<file path="config.mk">
export PLATFORM = sky130hd
export DESIGN_NAME = nfba_engine
export DESIGN_NICKNAME = d
export VERILOG_FILES = /design/src/rtl/nfba_pkg.sv /design/src/rtl/nfba_engine.sv
export SDC_FILE = /design/constraint.sdc
export NUM_CORES = 1
export LEC_CHECK = 0
export ABC_AREA = 1
export BUFFER_PORTS_ARGS = -buffer_cell sky130_fd_sc_hd__buf_4
export CAP_MARGIN = 20
export CORE_MARGIN = 2
export CORE_UTILIZATION = 40
export DETAILED_ROUTE_END_ITERATION = 7
export SETUP_SLACK_MARGIN = 0.3
export SLEW_MARGIN = 0
export SYNTH_ARGS = -nofsm -noshare
export SYNTH_HDL_FRONTEND = slang
export SYNTH_SLANG_ARGS = --single-unit
</file>
<file path="constraint.sdc">
create_clock -name clk -period 6 [get_ports clk]
set_input_delay 0.3 -clock clk [delete_from_list [all_inputs] [get_ports clk]]
set_output_delay 0.3 -clock clk [all_outputs]
set_load 0.05 [all_outputs]
</file>
<file path="src/rtl/nfba_pkg.sv">
// ----------------------------------------------------------------------------
// nfba_pkg
// Shared types and constants of the next-fit block map allocator.
// ----------------------------------------------------------------------------
package nfba_pkg;

  // Fixed field widths of the stream payloads
  localparam int IDX_W   = 10;
  localparam int CNT_W   = 11;
  localparam int BYTES_W = 15;
  localparam int REG_W   = 11;

  // Owner id stamped on the reserved header blocks
  localparam logic [7:0]       HEADER_ID    = 8'd5;
  // Region size register after reset
  localparam logic [REG_W-1:0] REGION_RESET = 11'd1024;

  // Request kinds carried on in_tuser
  typedef enum logic [1:0] {
    REQ_ALLOC = 2'd0,
    REQ_FREE  = 2'd1,
    REQ_INIT  = 2'd2
  } req_t;

  // Result status carried on out_tuser
  typedef enum logic [1:0] {
    ST_DONE    = 2'd0,
    ST_NOROOM  = 2'd1,
    ST_IGNORED = 2'd2
  } status_t;

  // One result item handed from the engine to the output register
  typedef struct packed {
    status_t          status;
    logic [IDX_W-1:0] block_index;
    logic [CNT_W-1:0] block_count;
    logic [CNT_W-1:0] free_blocks;
  } res_t;

  // Engine sequencer states
  typedef enum logic [3:0] {
    S_SWEEP,
    S_IDLE,
    S_IPREP,
    S_IDIV,
    S_APREP,
    S_ACHK,
    S_SCAN,
    S_LEFT,
    S_RIGHT,
    S_PICK,
    S_FILL,
    S_FCHK,
    S_FWALK,
    S_FINISH
  } eng_state_t;

  // Owner id for a new run: count up from the left id, skipping 0 and the
  // right id. Two steps always settle it.
  function automatic logic [7:0] pick_id(input logic [7:0] left, input logic [7:0] right);
    logic [7:0] c;
    c = left + 8'd1;
    for (int i = 0; i < 2; i++) begin
      if (c == right || c == 8'd0) begin
        c = c + 8'd1;
      end
    end
    return c;
  endfunction

endpackage

</file>
<file path="src/rtl/nfba_engine.sv">
// ----------------------------------------------------------------------------
// nfba_engine
// Request sequencer: init sweep, next-fit scan with run stamping, and run
// release; the scan and the release work by read-modify-write on the block map.
// ----------------------------------------------------------------------------
module nfba_engine #(
  parameter  int NUM_BLOCKS  = 1024,
  parameter  int BLOCK_BYTES = 16,
  localparam int AW          = $clog2(NUM_BLOCKS)
) (
  input  logic                         clk,
  input  logic                         rst_n,
  // request side
  input  logic                         in_valid,
  output logic                         in_ready,
  input  logic [1:0]                   req_type,
  input  logic [nfba_pkg::BYTES_W-1:0] request_bytes,
  input  logic [nfba_pkg::IDX_W-1:0]   free_index,
  input  logic [nfba_pkg::REG_W-1:0]   region_blocks,
  // result side
  output logic                         res_valid,
  input  logic                         res_ready,
  output nfba_pkg::res_t               res,
  // block map port
  output logic                         mem_we,
  output logic [AW-1:0]                mem_waddr,
  output logic [7:0]                   mem_wdata,
  output logic [AW-1:0]                mem_raddr,
  input  logic [7:0]                   mem_rdata
);

  import nfba_pkg::*;

  localparam int CW = $clog2(NUM_BLOCKS + 1);
  localparam int WW = ((CW > BYTES_W) ? CW : BYTES_W) + 1;
  localparam int NW = BYTES_W;
  // ceil division by BLOCK_BYTES through a reciprocal multiply
  localparam int    QW    = 17;
  localparam int    SH    = QW + $clog2(BLOCK_BYTES);
  localparam int    MW    = QW + 2;
  localparam int    PW    = QW + MW;
  localparam longint RECIP = ((longint'(1) <<< SH) + BLOCK_BYTES - 1) / BLOCK_BYTES;
  localparam int    RESET_REGION = (NUM_BLOCKS < 1024) ? NUM_BLOCKS : 1024;

  function automatic logic [QW-1:0] div_blocks(input logic [QW-1:0] x);
    logic [PW-1:0] p;
    p = PW'(x) * PW'(RECIP);
    return QW'(p >> SH);
  endfunction

  // Control state
  eng_state_t      state_r, state_nxt;
  logic            init_r, init_nxt;
  logic [AW-1:0]   sw_r, sw_nxt;
  logic [CW-1:0]   hdr_r, hdr_nxt;
  logic [CW-1:0]   used_r, used_nxt;
  logic [AW-1:0]   nfp_r, nfp_nxt;
  logic [CW-1:0]   region_r, region_nxt;

  // Request payload and work registers
  logic [BYTES_W-1:0] bytes_r, bytes_nxt;
  logic [IDX_W-1:0]   fidx_r, fidx_nxt;
  logic [NW-1:0]      need_r, need_nxt;
  logic [AW-1:0]      x_r, x_nxt;
  logic [AW-1:0]      start_r, start_nxt;
  logic [NW-1:0]      y_r, y_nxt;
  logic [CW-1:0]      rem_r, rem_nxt;
  logic               in_run_r, in_run_nxt;
  logic               first_r, first_nxt;
  logic [7:0]         left_r, left_nxt;
  logic [7:0]         id_r, id_nxt;
  logic [CW-1:0]      fcnt_r, fcnt_nxt;
  status_t            res_st_r, res_st_nxt;
  logic [AW-1:0]      res_idx_r, res_idx_nxt;
  logic [CW-1:0]      res_cnt_r, res_cnt_nxt;

  // Shared position logic
  logic [AW-1:0] x_inc, x0;
  logic          x_last;
  logic          rd_zero;
  logic [NW-1:0] y_new, run_len;
  logic          scan_hit, end_run, end_at_last, run_fail;
  logic          in_run_after, scan_miss;
  logic [CW-1:0] rem_after;
  logic          f_match, f_end;
  logic [CW-1:0] f_cnt;
  logic [CW-1:0] region_clamp;
  logic          no_room;
  logic [7:0]    right_v;
  logic [CW-1:0] free_cnt;

  assign x_last  = (WW'(x_r) + WW'(1) == WW'(region_r));
  assign x_inc   = (WW'(x_r) + WW'(1) >= WW'(region_r)) ? '0 : x_r + AW'(1);
  assign x0      = (WW'(nfp_r) + WW'(1) >= WW'(region_r)) ? '0 : nfp_r + AW'(1);
  assign rd_zero = (mem_rdata == 8'd0);

  // Scan step: one block visited per cycle
  assign y_new        = in_run_r ? y_r + NW'(1) : NW'(1);
  assign scan_hit     = rd_zero && (y_new == need_r);
  assign end_run      = in_run_r && !rd_zero;
  assign end_at_last  = rd_zero && !scan_hit && x_last;
  assign run_len      = rd_zero ? y_new : y_r;
  assign run_fail     = (end_run || end_at_last) && (WW'(run_len) >= WW'(rem_r));
  assign in_run_after = rd_zero && !x_last;

  always_comb begin
    if (end_at_last) begin
      rem_after = rem_r - CW'(y_new);
    end else if (end_run) begin
      rem_after = rem_r - CW'(y_r) - CW'(1);
    end else if (!rd_zero) begin
      rem_after = rem_r - CW'(1);
    end else begin
      rem_after = rem_r;
    end
  end

  assign scan_miss = !scan_hit && (run_fail || (!in_run_after && rem_after == '0));

  // Release walk
  assign f_match = first_r ? !rd_zero : (mem_rdata == id_r);
  assign f_end   = !f_match || x_last;
  assign f_cnt   = f_match ? fcnt_r + CW'(1) : fcnt_r;

  // Region size register saturates to the map depth
  assign region_clamp = (WW'(region_blocks) > WW'(NUM_BLOCKS)) ? CW'(NUM_BLOCKS)
                                                               : CW'(region_blocks);

  assign no_room = (WW'(need_r) > WW'(region_r)) ||
                   (WW'(used_r) + WW'(need_r) > WW'(region_r));

  assign right_v = (WW'(start_r) + WW'(need_r) < WW'(region_r)) ? mem_rdata : 8'd0;

  assign free_cnt = (used_r >= region_r) ? '0 : region_r - used_r;

  // Next state
  always_comb begin
    state_nxt = state_r;
    unique case (state_r)
      S_SWEEP: begin
        if (sw_r == AW'(NUM_BLOCKS - 1)) begin
          state_nxt = init_r ? S_FINISH : S_IDLE;
        end
      end
      S_IDLE: begin
        if (in_valid) begin
          case (req_type)
            REQ_ALLOC: state_nxt = S_APREP;
            REQ_FREE:  state_nxt = S_FCHK;
            REQ_INIT:  state_nxt = S_IPREP;
            default:   state_nxt = S_FINISH;
          endcase
        end
      end
      S_IPREP: state_nxt = S_IDIV;
      S_IDIV:  state_nxt = S_SWEEP;
      S_APREP: state_nxt = S_ACHK;
      S_ACHK: begin
        state_nxt = (need_r == '0 || no_room) ? S_FINISH : S_SCAN;
      end
      S_SCAN: begin
        if (scan_hit) begin
          state_nxt = S_LEFT;
        end else if (scan_miss) begin
          state_nxt = S_FINISH;
        end
      end
      S_LEFT:  state_nxt = S_RIGHT;
      S_RIGHT: state_nxt = S_PICK;
      S_PICK:  state_nxt = S_FILL;
      S_FILL: begin
        if (y_r == NW'(1)) begin
          state_nxt = S_FINISH;
        end
      end
      S_FCHK: begin
        state_nxt = (WW'(fidx_r) >= WW'(region_r)) ? S_FINISH : S_FWALK;
      end
      S_FWALK: begin
        if (f_end) begin
          state_nxt = S_FINISH;
        end
      end
      S_FINISH: begin
        if (res_ready) begin
          state_nxt = S_IDLE;
        end
      end
      default: state_nxt = S_IDLE;
    endcase
  end

  // Outputs and datapath
  always_comb begin
    mem_we      = 1'b0;
    mem_waddr   = x_r;
    mem_wdata   = 8'd0;
    mem_raddr   = x_r;
    init_nxt    = init_r;
    sw_nxt      = sw_r;
    hdr_nxt     = hdr_r;
    used_nxt    = used_r;
    nfp_nxt     = nfp_r;
    region_nxt  = region_r;
    bytes_nxt   = bytes_r;
    fidx_nxt    = fidx_r;
    need_nxt    = need_r;
    x_nxt       = x_r;
    start_nxt   = start_r;
    y_nxt       = y_r;
    rem_nxt     = rem_r;
    in_run_nxt  = in_run_r;
    first_nxt   = first_r;
    left_nxt    = left_r;
    id_nxt      = id_r;
    fcnt_nxt    = fcnt_r;
    res_st_nxt  = res_st_r;
    res_idx_nxt = res_idx_r;
    res_cnt_nxt = res_cnt_r;

    unique case (state_r)
      // whole-map write: header ids below hdr_r, zero from hdr_r up
      S_SWEEP: begin
        mem_we    = 1'b1;
        mem_waddr = sw_r;
        mem_wdata = (CW'(sw_r) < hdr_r) ? HEADER_ID : 8'd0;
        sw_nxt    = sw_r + AW'(1);
        if (sw_r == AW'(NUM_BLOCKS - 1) && init_r) begin
          init_nxt    = 1'b0;
          used_nxt    = hdr_r;
          nfp_nxt     = (hdr_r == '0) ? '0 : AW'(hdr_r - CW'(1));
          res_st_nxt  = ST_DONE;
          res_idx_nxt = '0;
          res_cnt_nxt = hdr_r;
        end
      end
      S_IDLE: begin
        bytes_nxt   = request_bytes;
        fidx_nxt    = free_index;
        res_st_nxt  = ST_IGNORED;
        res_idx_nxt = '0;
        res_cnt_nxt = '0;
      end
      S_IPREP: begin
        region_nxt = region_clamp;
      end
      S_IDIV: begin
        hdr_nxt  = CW'(div_blocks(QW'(region_r) + QW'(BLOCK_BYTES - 1)));
        init_nxt = 1'b1;
        sw_nxt   = '0;
      end
      S_APREP: begin
        need_nxt = NW'(div_blocks(QW'(bytes_r) + QW'(BLOCK_BYTES - 1)));
      end
      // size checks, then start the scan just past the last run placed
      S_ACHK: begin
        if (need_r != '0 && no_room) begin
          res_st_nxt = ST_NOROOM;
        end
        mem_raddr  = x0;
        x_nxt      = x0;
        rem_nxt    = region_r;
        in_run_nxt = 1'b0;
        y_nxt      = '0;
      end
      S_SCAN: begin
        mem_raddr  = x_inc;
        x_nxt      = x_inc;
        start_nxt  = (rd_zero && !in_run_r) ? x_r : start_r;
        y_nxt      = rd_zero ? y_new : '0;
        in_run_nxt = in_run_after;
        rem_nxt    = rem_after;
        if (scan_miss) begin
          res_st_nxt = ST_NOROOM;
        end
      end
      // neighbor ids of the run found
      S_LEFT: begin
        mem_raddr = start_r - AW'(1);
      end
      S_RIGHT: begin
        mem_raddr = AW'(WW'(start_r) + WW'(need_r));
        left_nxt  = (start_r == '0) ? 8'd0 : mem_rdata;
      end
      S_PICK: begin
        id_nxt = pick_id(left_r, right_v);
        y_nxt  = need_r;
        x_nxt  = start_r;
      end
      S_FILL: begin
        mem_we    = 1'b1;
        mem_waddr = x_r;
        mem_wdata = id_r;
        x_nxt     = x_r + AW'(1);
        y_nxt     = y_r - NW'(1);
        if (y_r == NW'(1)) begin
          nfp_nxt     = AW'(WW'(start_r) + WW'(need_r) - WW'(1));
          used_nxt    = CW'(WW'(used_r) + WW'(need_r));
          res_st_nxt  = ST_DONE;
          res_idx_nxt = start_r;
          res_cnt_nxt = CW'(need_r);
        end
      end
      S_FCHK: begin
        mem_raddr = AW'(fidx_r);
        x_nxt     = AW'(fidx_r);
        first_nxt = 1'b1;
        fcnt_nxt  = '0;
      end
      // clear blocks while their id matches the first one
      S_FWALK: begin
        mem_raddr = x_inc;
        first_nxt = 1'b0;
        if (first_r) begin
          id_nxt = mem_rdata;
        end
        if (f_match) begin
          mem_we   = 1'b1;
          mem_waddr = x_r;
          fcnt_nxt = fcnt_r + CW'(1);
          x_nxt    = x_inc;
        end
        if (f_end && !(first_r && !f_match)) begin
          used_nxt    = (used_r >= f_cnt) ? used_r - f_cnt : '0;
          res_st_nxt  = ST_DONE;
          res_idx_nxt = AW'(fidx_r);
          res_cnt_nxt = f_cnt;
        end
      end
      S_FINISH: begin
      end
      default: begin
      end
    endcase
  end

  // Control registers
  always_ff @(posedge clk) begin
    if (!rst_n) begin
      state_r  <= S_SWEEP;
      init_r   <= 1'b0;
      sw_r     <= '0;
      hdr_r    <= '0;
      used_r   <= '0;
      nfp_r    <= '0;
      region_r <= CW'(RESET_REGION);
    end else begin
      state_r  <= state_nxt;
      init_r   <= init_nxt;
      sw_r     <= sw_nxt;
      hdr_r    <= hdr_nxt;
      used_r   <= used_nxt;
      nfp_r    <= nfp_nxt;
      region_r <= region_nxt;
    end
  end

  // Work registers
  always_ff @(posedge clk) begin
    bytes_r   <= bytes_nxt;
    fidx_r    <= fidx_nxt;
    need_r    <= need_nxt;
    x_r       <= x_nxt;
    start_r   <= start_nxt;
    y_r       <= y_nxt;
    rem_r     <= rem_nxt;
    in_run_r  <= in_run_nxt;
    first_r   <= first_nxt;
    left_r    <= left_nxt;
    id_r      <= id_nxt;
    fcnt_r    <= fcnt_nxt;
    res_st_r  <= res_st_nxt;
    res_idx_r <= res_idx_nxt;
    res_cnt_r <= res_cnt_nxt;
  end

  assign in_ready              = (state_r == S_IDLE);
  assign res_valid             = (state_r == S_FINISH);
  assign res.status            = res_st_r;
  assign res.block_index       = IDX_W'(res_idx_r);
  assign res.block_count       = CNT_W'(res_cnt_r);
  assign res.free_blocks       = CNT_W'(free_cnt);

endmodule

</file>
### After elaboration in Yosys (flattened, before gate mapping)

Index checks and enable logic that the tools add are counted.

* multipliers: 0
* mux-type cells: 68
* add/sub/neg operators: 24
* equality and inequality tests: 34
* div/mod/pow operators: 0
* bitwise logic cells: 0
* reductions and logical operators: 58
* shift-type cells: 0
* magnitude comparators: 11

Operators by type and width (number)
* two-way mux 11 bit: 12
* two-way mux 10 bit: 10
* one-hot mux 10 bit (6 select lines): 1
* one-hot mux 15 bit (4 select lines): 1
* one-hot mux 4 bit (14 select lines): 1
* one-hot mux 10 bit (5 select lines): 1
* two-way mux 15 bit: 3
* >= comparator 11 bit: 4
* one-hot mux 11 bit (2 select lines): 2
* one-hot mux 11 bit (4 select lines): 1
* subtractor 11 bit: 4
* two-way mux 8 bit: 5
* one-hot mux 10 bit (2 select lines): 2
* one-hot mux 10 bit (4 select lines): 1
* two-way mux 4 bit: 9
* one-hot mux 11 bit (3 select lines): 1
* one-hot mux 8 bit (2 select lines): 2
* adder 10 x 1 -> 10 bit (second input constant): 3
* adder 8 x 1 -> 8 bit (second input constant): 3
* == test 4 bit (second input constant): 6
* == test 8 bit: 3
* logical NOT 8 bit: 3
* adder 10 x 1 -> 11 bit (second input constant): 2
* logical NOT 11 bit: 2
* other kinds (52): 113

* memories kept: 0
* bits in latches: 0
* ROM bits: 0
* bits in writable memories: 0
* output and inout bits: 65
* input bits: 50
* bits in registers: 191

### Longest topological paths before layout

* depth in word-level cells: 15
* gate-level depth with buffers: 35

### Worst setup path before layout

No wires, ideal clock.

* path kind: register -> register
* start point: register need_r[0]
* end point: register id_r[2], data pin
* setup slack: 1.780 ns
* buffers on the path: 2
* data required time: 5.747 ns
* stages on the path, launching flop included: 33
* arrival time: 3.967 ns
* cell sequence: edfxtp_1 > ha_1 > fa_1 > nand2_1 > nand2_1 > o21ai_1 > nor2_1 > nor2_1 > xor2_1 > ha_1 > nand2_1 > o21ai_0 > nor2_1 > o2111ai_1 > clkinv_2 > buf_6 > nand3_2 > nand2_1 > nand2_1 > nand2_1 > nor2_2 > nand2_2 > nand2_4 > buf_8 > nand2_2 > nand2_2 > inv_2 > ha_1 > xor2_1 > nand2_1 > nand2_1 > nand2_1 > nand2_1

* word-level cells in the longest chain between the ends: 11
* elaborated cells between the ends (all ways): 13

RTL lines
* start: declaration: line nfba_engine.sv:63 `logic [NW-1:0] need_r, need_nxt;`
* start signal: assignment: line nfba_engine.sv:362 `need_r <= need_nxt;`
* adder 10 x 13 -> 14 bit (*)
* less-than comparator 14 x 11 -> 1 bit (*): line nfba_engine.sv:132 `assign right_v = (WW'(start_r) + WW'(need_r) < WW'(region_r)) ? mem_rdata : 8'd0;`
* two-way mux 8 bit (*): line nfba_engine.sv:132
* parallel branches: the longest is 6 deep, another holds adder 8 x 1 -> 8 bit
* two-way mux 8 bit (*): line nfba_pkg.sv:64 `if (c == right || c == 8'd0) begin`
* one-hot mux 8 bit (2 select lines) (*): line nfba_engine.sv:221 `unique case (state_r)`
* net id_nxt[2]: line nfba_engine.sv:71 `logic [7:0] id_r, id_nxt;`
* end signal: assignment: line nfba_engine.sv:370 `id_r <= id_nxt;`
* end: declaration: line nfba_engine.sv:71

Mark *: on every way through the listed nets, which the timed path passes. The select of a mux whose other input is x is not followed.
A chain may end at the register's enable or synchronous reset.

### Worst setup path after layout

* start point: register need_r[0]
* end point: register id_r[0], data pin

Same word-level chain as after synthesis.

==> run_results.csv <==
group,metric,value,unit
synthesis,synthAdderAreaFrac,0.130,
synthesis,yosysSeqAreaShare,0.311,
sta,min_period_over_period,0.870,
floorplanning,initial_core_util,0.406,
floorplanning,die_y,208,um
sta,skew,0.0191,ns
worst_setup_path,cpLargestDelayFamily,"simple AND/OR/NAND/NOR gates",
power,netSwitchingFraction,0.536,
place,portBuffers,114,
route,wl_met2,27300,um
synthesis,synth_cells,2261,
floorplanning,rows,74,
clock_tree,cts_root_buf,"clkbuf_16",
synthesis,ys_async_sr_fraction,0,
global_routing,grt_usage,0.276,
clock_tree,clk_pin_slew,0.07,ns
sta,hold_viol,0,
worst_setup_path,crit_fanout,16,
sta,setup_viol,0,
synthesis,synth-xor-area-share,0.0539,
worst_setup_path,path_buf_inv,2,
power,cellPowerDensity,476,nW/um^2
clock_tree,htreeDepth,4,
clock_tree,cts_made_buffers,17,
floorplanning,fp.coreArea,40800,sq um
global_routing,grt_pass1_vias,15900,
power,ir_drop,0.000701,V
route,dr.max_layer_used,"met4",
floorplanning,die_area,43100,sq um
floorplanning,io_pins,115,
worst_setup_path,crit_type,"reg2reg",
global_routing,antenna_found_initial,0,
run_status,status,"complete, no violations",
clock_tree,cts.sinks,190,
place,dp_hpwl,47400,um
global_routing,grt_remaining_overflow,0,
job,cap_violations,0,
sta,tightest_slew,1.05,ns
route,finalWirelength,60300,um
route,wl_per_cell,20.5,um
hold_path,min_path_type,"in2reg",
cells_and_area,fillers,4101,
power,total_power,9.05,mW
power,switchingPower,4.85,mW
cells_and_area,drive_gt1_frac,0.0886,
route,viasPerCell,5.66,
synthesis,synth_edf_count,135,
synthesis,synth_area,16600,sq um
synthesis,synth_top_family_by_area,"simple AND/OR/NAND/NOR gates",
sta,fmax,192,MHz
synthesis,ys.flop_type,"edfxtp_1",
sta,post-route-min-period,5.22,ns
worst_setup_path,crit_arrival,5.42,ns
power,pwr-share-clk,0.128,
global_routing,grt_max_degree,43,
place,gp_congestion,0.990,
clock_tree,cts_buffer_depth,2,
route,drtIter0Drc,1573,
cells_and_area,final_nets,2622,
power,power_frac_seq,0.238,
sta,tns,0,ns
worst_setup_path,cp-end-kind,"flop",
sta,rsz0062_at_grt,"false",
floorplanning,die_x,208,um
cells_and_area,syn_to_final_growth,14.6,%
synthesis,ys_warn_count,0,
clock_tree,cts_tree,"built",
clock_tree,clkLatencyLatePin,0.48,ns
power,comb_power_share,0.633,
route,wl_met1,26200,um
global_routing,grt_pass1_wl,92100,um
synthesis,syn-num-nets,2480,
worst_setup_path,worst_ep_required_time,6.20,ns
sta,slew_viol_final,0,
power,p_int,4.20,mW
route,met3WireLength,4650,um
route,drc,0,
worst_setup_path,critPathMostFrequentCell,"nand2_1",
synthesis,synth_cell_type_count,62,
worst_setup_path,critPathSlowestCell,"edfxtp_1",
synthesis,synth_compound_area_frac,0.164,
route,ant_nets,0,
synthesis,postSynthAreaPerCell,7.33,sq um
synthesis,synth_mux_area_frac,0,
worst_setup_path,critPathLaunchType,"flop",
sta,slew_headroom,0.295,
synthesis,synth_seq_cells,190,
power,leakagePower,8.56,nW
synthesis,synth-simple-area-share,0.250,
worst_setup_path,critical_path.max_stage_delay,0.50,ns
cells_and_area,insertedDiodeCount,0,
route,vias,16700,
route,firstDrtPassIters,6,
[layer usage]
metal / vias up / track usage
met1: 7852 / 0.372
li1: 8041 / -
met3: 107 / 0.0457
met4: 0 / 0.111
met5: - / 0
met2: 673 / 0.443
[power by group through the flow]
stage               clock, mW  sequential [mW]  combinational [mW]
floorplan                   0             2.31                3.71
global placement            0             2.17                5.59
detailed placement          0             2.18                5.63
CTS                      1.17             2.15                5.67
global route             1.22             2.18                6.26
finish                   1.16             2.16                5.73
[synthesized netlist by cell type (4+ instances only)]
library cell / number / area [sq um]
a221oi_1: 13 / 114
o31ai_1: 5 / 37.5
a31oi_1: 9 / 56.3
o32ai_1: 10 / 87.6
inv_1: 329 / 1230
clkinv_1: 6 / 22.5
o22ai_1: 12 / 75.1
dfxtp_1: 55 / 1100
a32oi_1: 14 / 123
nor4_1: 12 / 75.1
nor3_1: 45 / 225
inv_2: 4 / 15.0
nand3_1: 108 / 541
xnor2_1: 16 / 140
a21oi_1: 140 / 701
o21ai_0: 131 / 656
a21o_1: 4 / 30.0
nand2_1: 452 / 1700
xor2_1: 86 / 753
nor2_2: 5 / 31.3
o21bai_1: 11 / 82.6
o2111ai_1: 13 / 114
o221ai_1: 15 / 131
nand4_1: 54 / 338
o21ai_1: 9 / 45.0
o211ai_1: 15 / 113
ha_1: 163 / 2040
fa_1: 6 / 120
a211oi_1: 16 / 120
or2_2: 8 / 50.1
nor3b_1: 4 / 30.0
o41ai_1: 4 / 35.0
and3_1: 8 / 50.1
nor2_1: 256 / 961
edfxtp_1: 135 / 4050
a221o_1: 7 / 70.1
clkbuf_1: 37 / 139
[final timing paths]
path | start | endpoint | slack (ns) | cells past startpoint
worst min register to register | init_r | init_r | 0.51 | 2
worst min-delay path | free_index[2] | fidx_r[2] | 0.01 | 1
worst max-delay path | need_r[0] | id_r[0] | 0.78 | 33
worst max register to register | need_r[0] | id_r[0] | 0.78 | 33
[flip-flops by register name, indices dropped and copies added, names as in the netlist, 11 cells and up]
name / cells
bytes_r: 15
y_r: 15
need_r: 12
fcnt_r: 11
region_r: 11
rem_r: 11
res_cnt_r: 11
used_r: 11
[kinds of logic (layout without fill, tap and decap cells)]
group                    count (synthesis)  in the layout
AO/OA/AOI/OAI                          443            443
XOR/XNOR                               102            102
adder cells (fa/ha/maj)                169            169
buffers and inverters                  389            544
flip-flops                             190            190
AND/OR/NAND/NOR                        968            968
[worst reg2reg max path, delay by kind of cell (launching register included)]
kind                     cells  cell delay (ns)
AO/OA/AOI/OAI                3             0.42
AND/OR/NAND/NOR             24             2.36
flip-flops                   1             0.50
XOR/XNOR                     1             0.30
adder cells (fa/ha/maj)      3             0.97
buffers and inverters        2             0.36
[stage by stage]
stage               std cells  hold WS [ns]  area, sq um  worst slack, ns  utilization
finish                   2948        0.0131        19000            0.781        0.465
global route             2948       0.00613        19000            0.372        0.465
CTS                      2946       0.00202        19000            0.711        0.464
detailed placement       2891         0.479        18100            0.743        0.444
global placement         2891         0.478        18100            0.808        0.444
floorplan                2261         0.399        16600             1.78            -
[what timing repair did]
action                                  4_1_cts  5_1_grt
hold buffers                                 23        0
endpoints found under the setup margin        0        4
setup buffers                                 0        2
hold endpoints to repair                     23        0
resized for setup                             0        2
[area by class of cell]
cell class	instances	area [sq um]	share of cell area
tap	532	666	0.0351
sequential	190	5150	0.271
multi-input combinational	1682	9940	0.523
timing repair buffer	172	1360	0.0717
clock buffer	23	510	0.0269
clock inverter	9	70.1	0.00369
inverter	340	1290	0.0679
[placed cells by master, fill, tap and decap left out, drive strengths merged, types with 8 or more instances in the layout]
master | netlist | routed
a21oi | 140 | 140
nand2 | 456 | 456
nand3 | 111 | 111
o21bai | 11 | 11
edfxtp | 135 | 135
dfxtp | 55 | 55
clkinv | 7 | 11
o211ai | 16 | 16
a211oi | 16 | 16
buf | 12 | 149
o22ai | 12 | 12
and3 | 8 | 8
a221oi | 13 | 13
ha | 163 | 163
a31oi | 9 | 9
o221ai | 15 | 15
clkbuf | 37 | 23
nand4 | 55 | 55
dlygate4sd3 | 0 | 23
xor2 | 86 | 86
o32ai | 10 | 10
a32oi | 14 | 14
o2111ai | 13 | 13
or2 | 8 | 8
inv | 333 | 337
nor4 | 12 | 12
nor2 | 261 | 261
nor3 | 45 | 45
xnor2 | 16 | 16
o21ai | 141 | 141
Note: power is estimated with default switching activity, not from simulation.
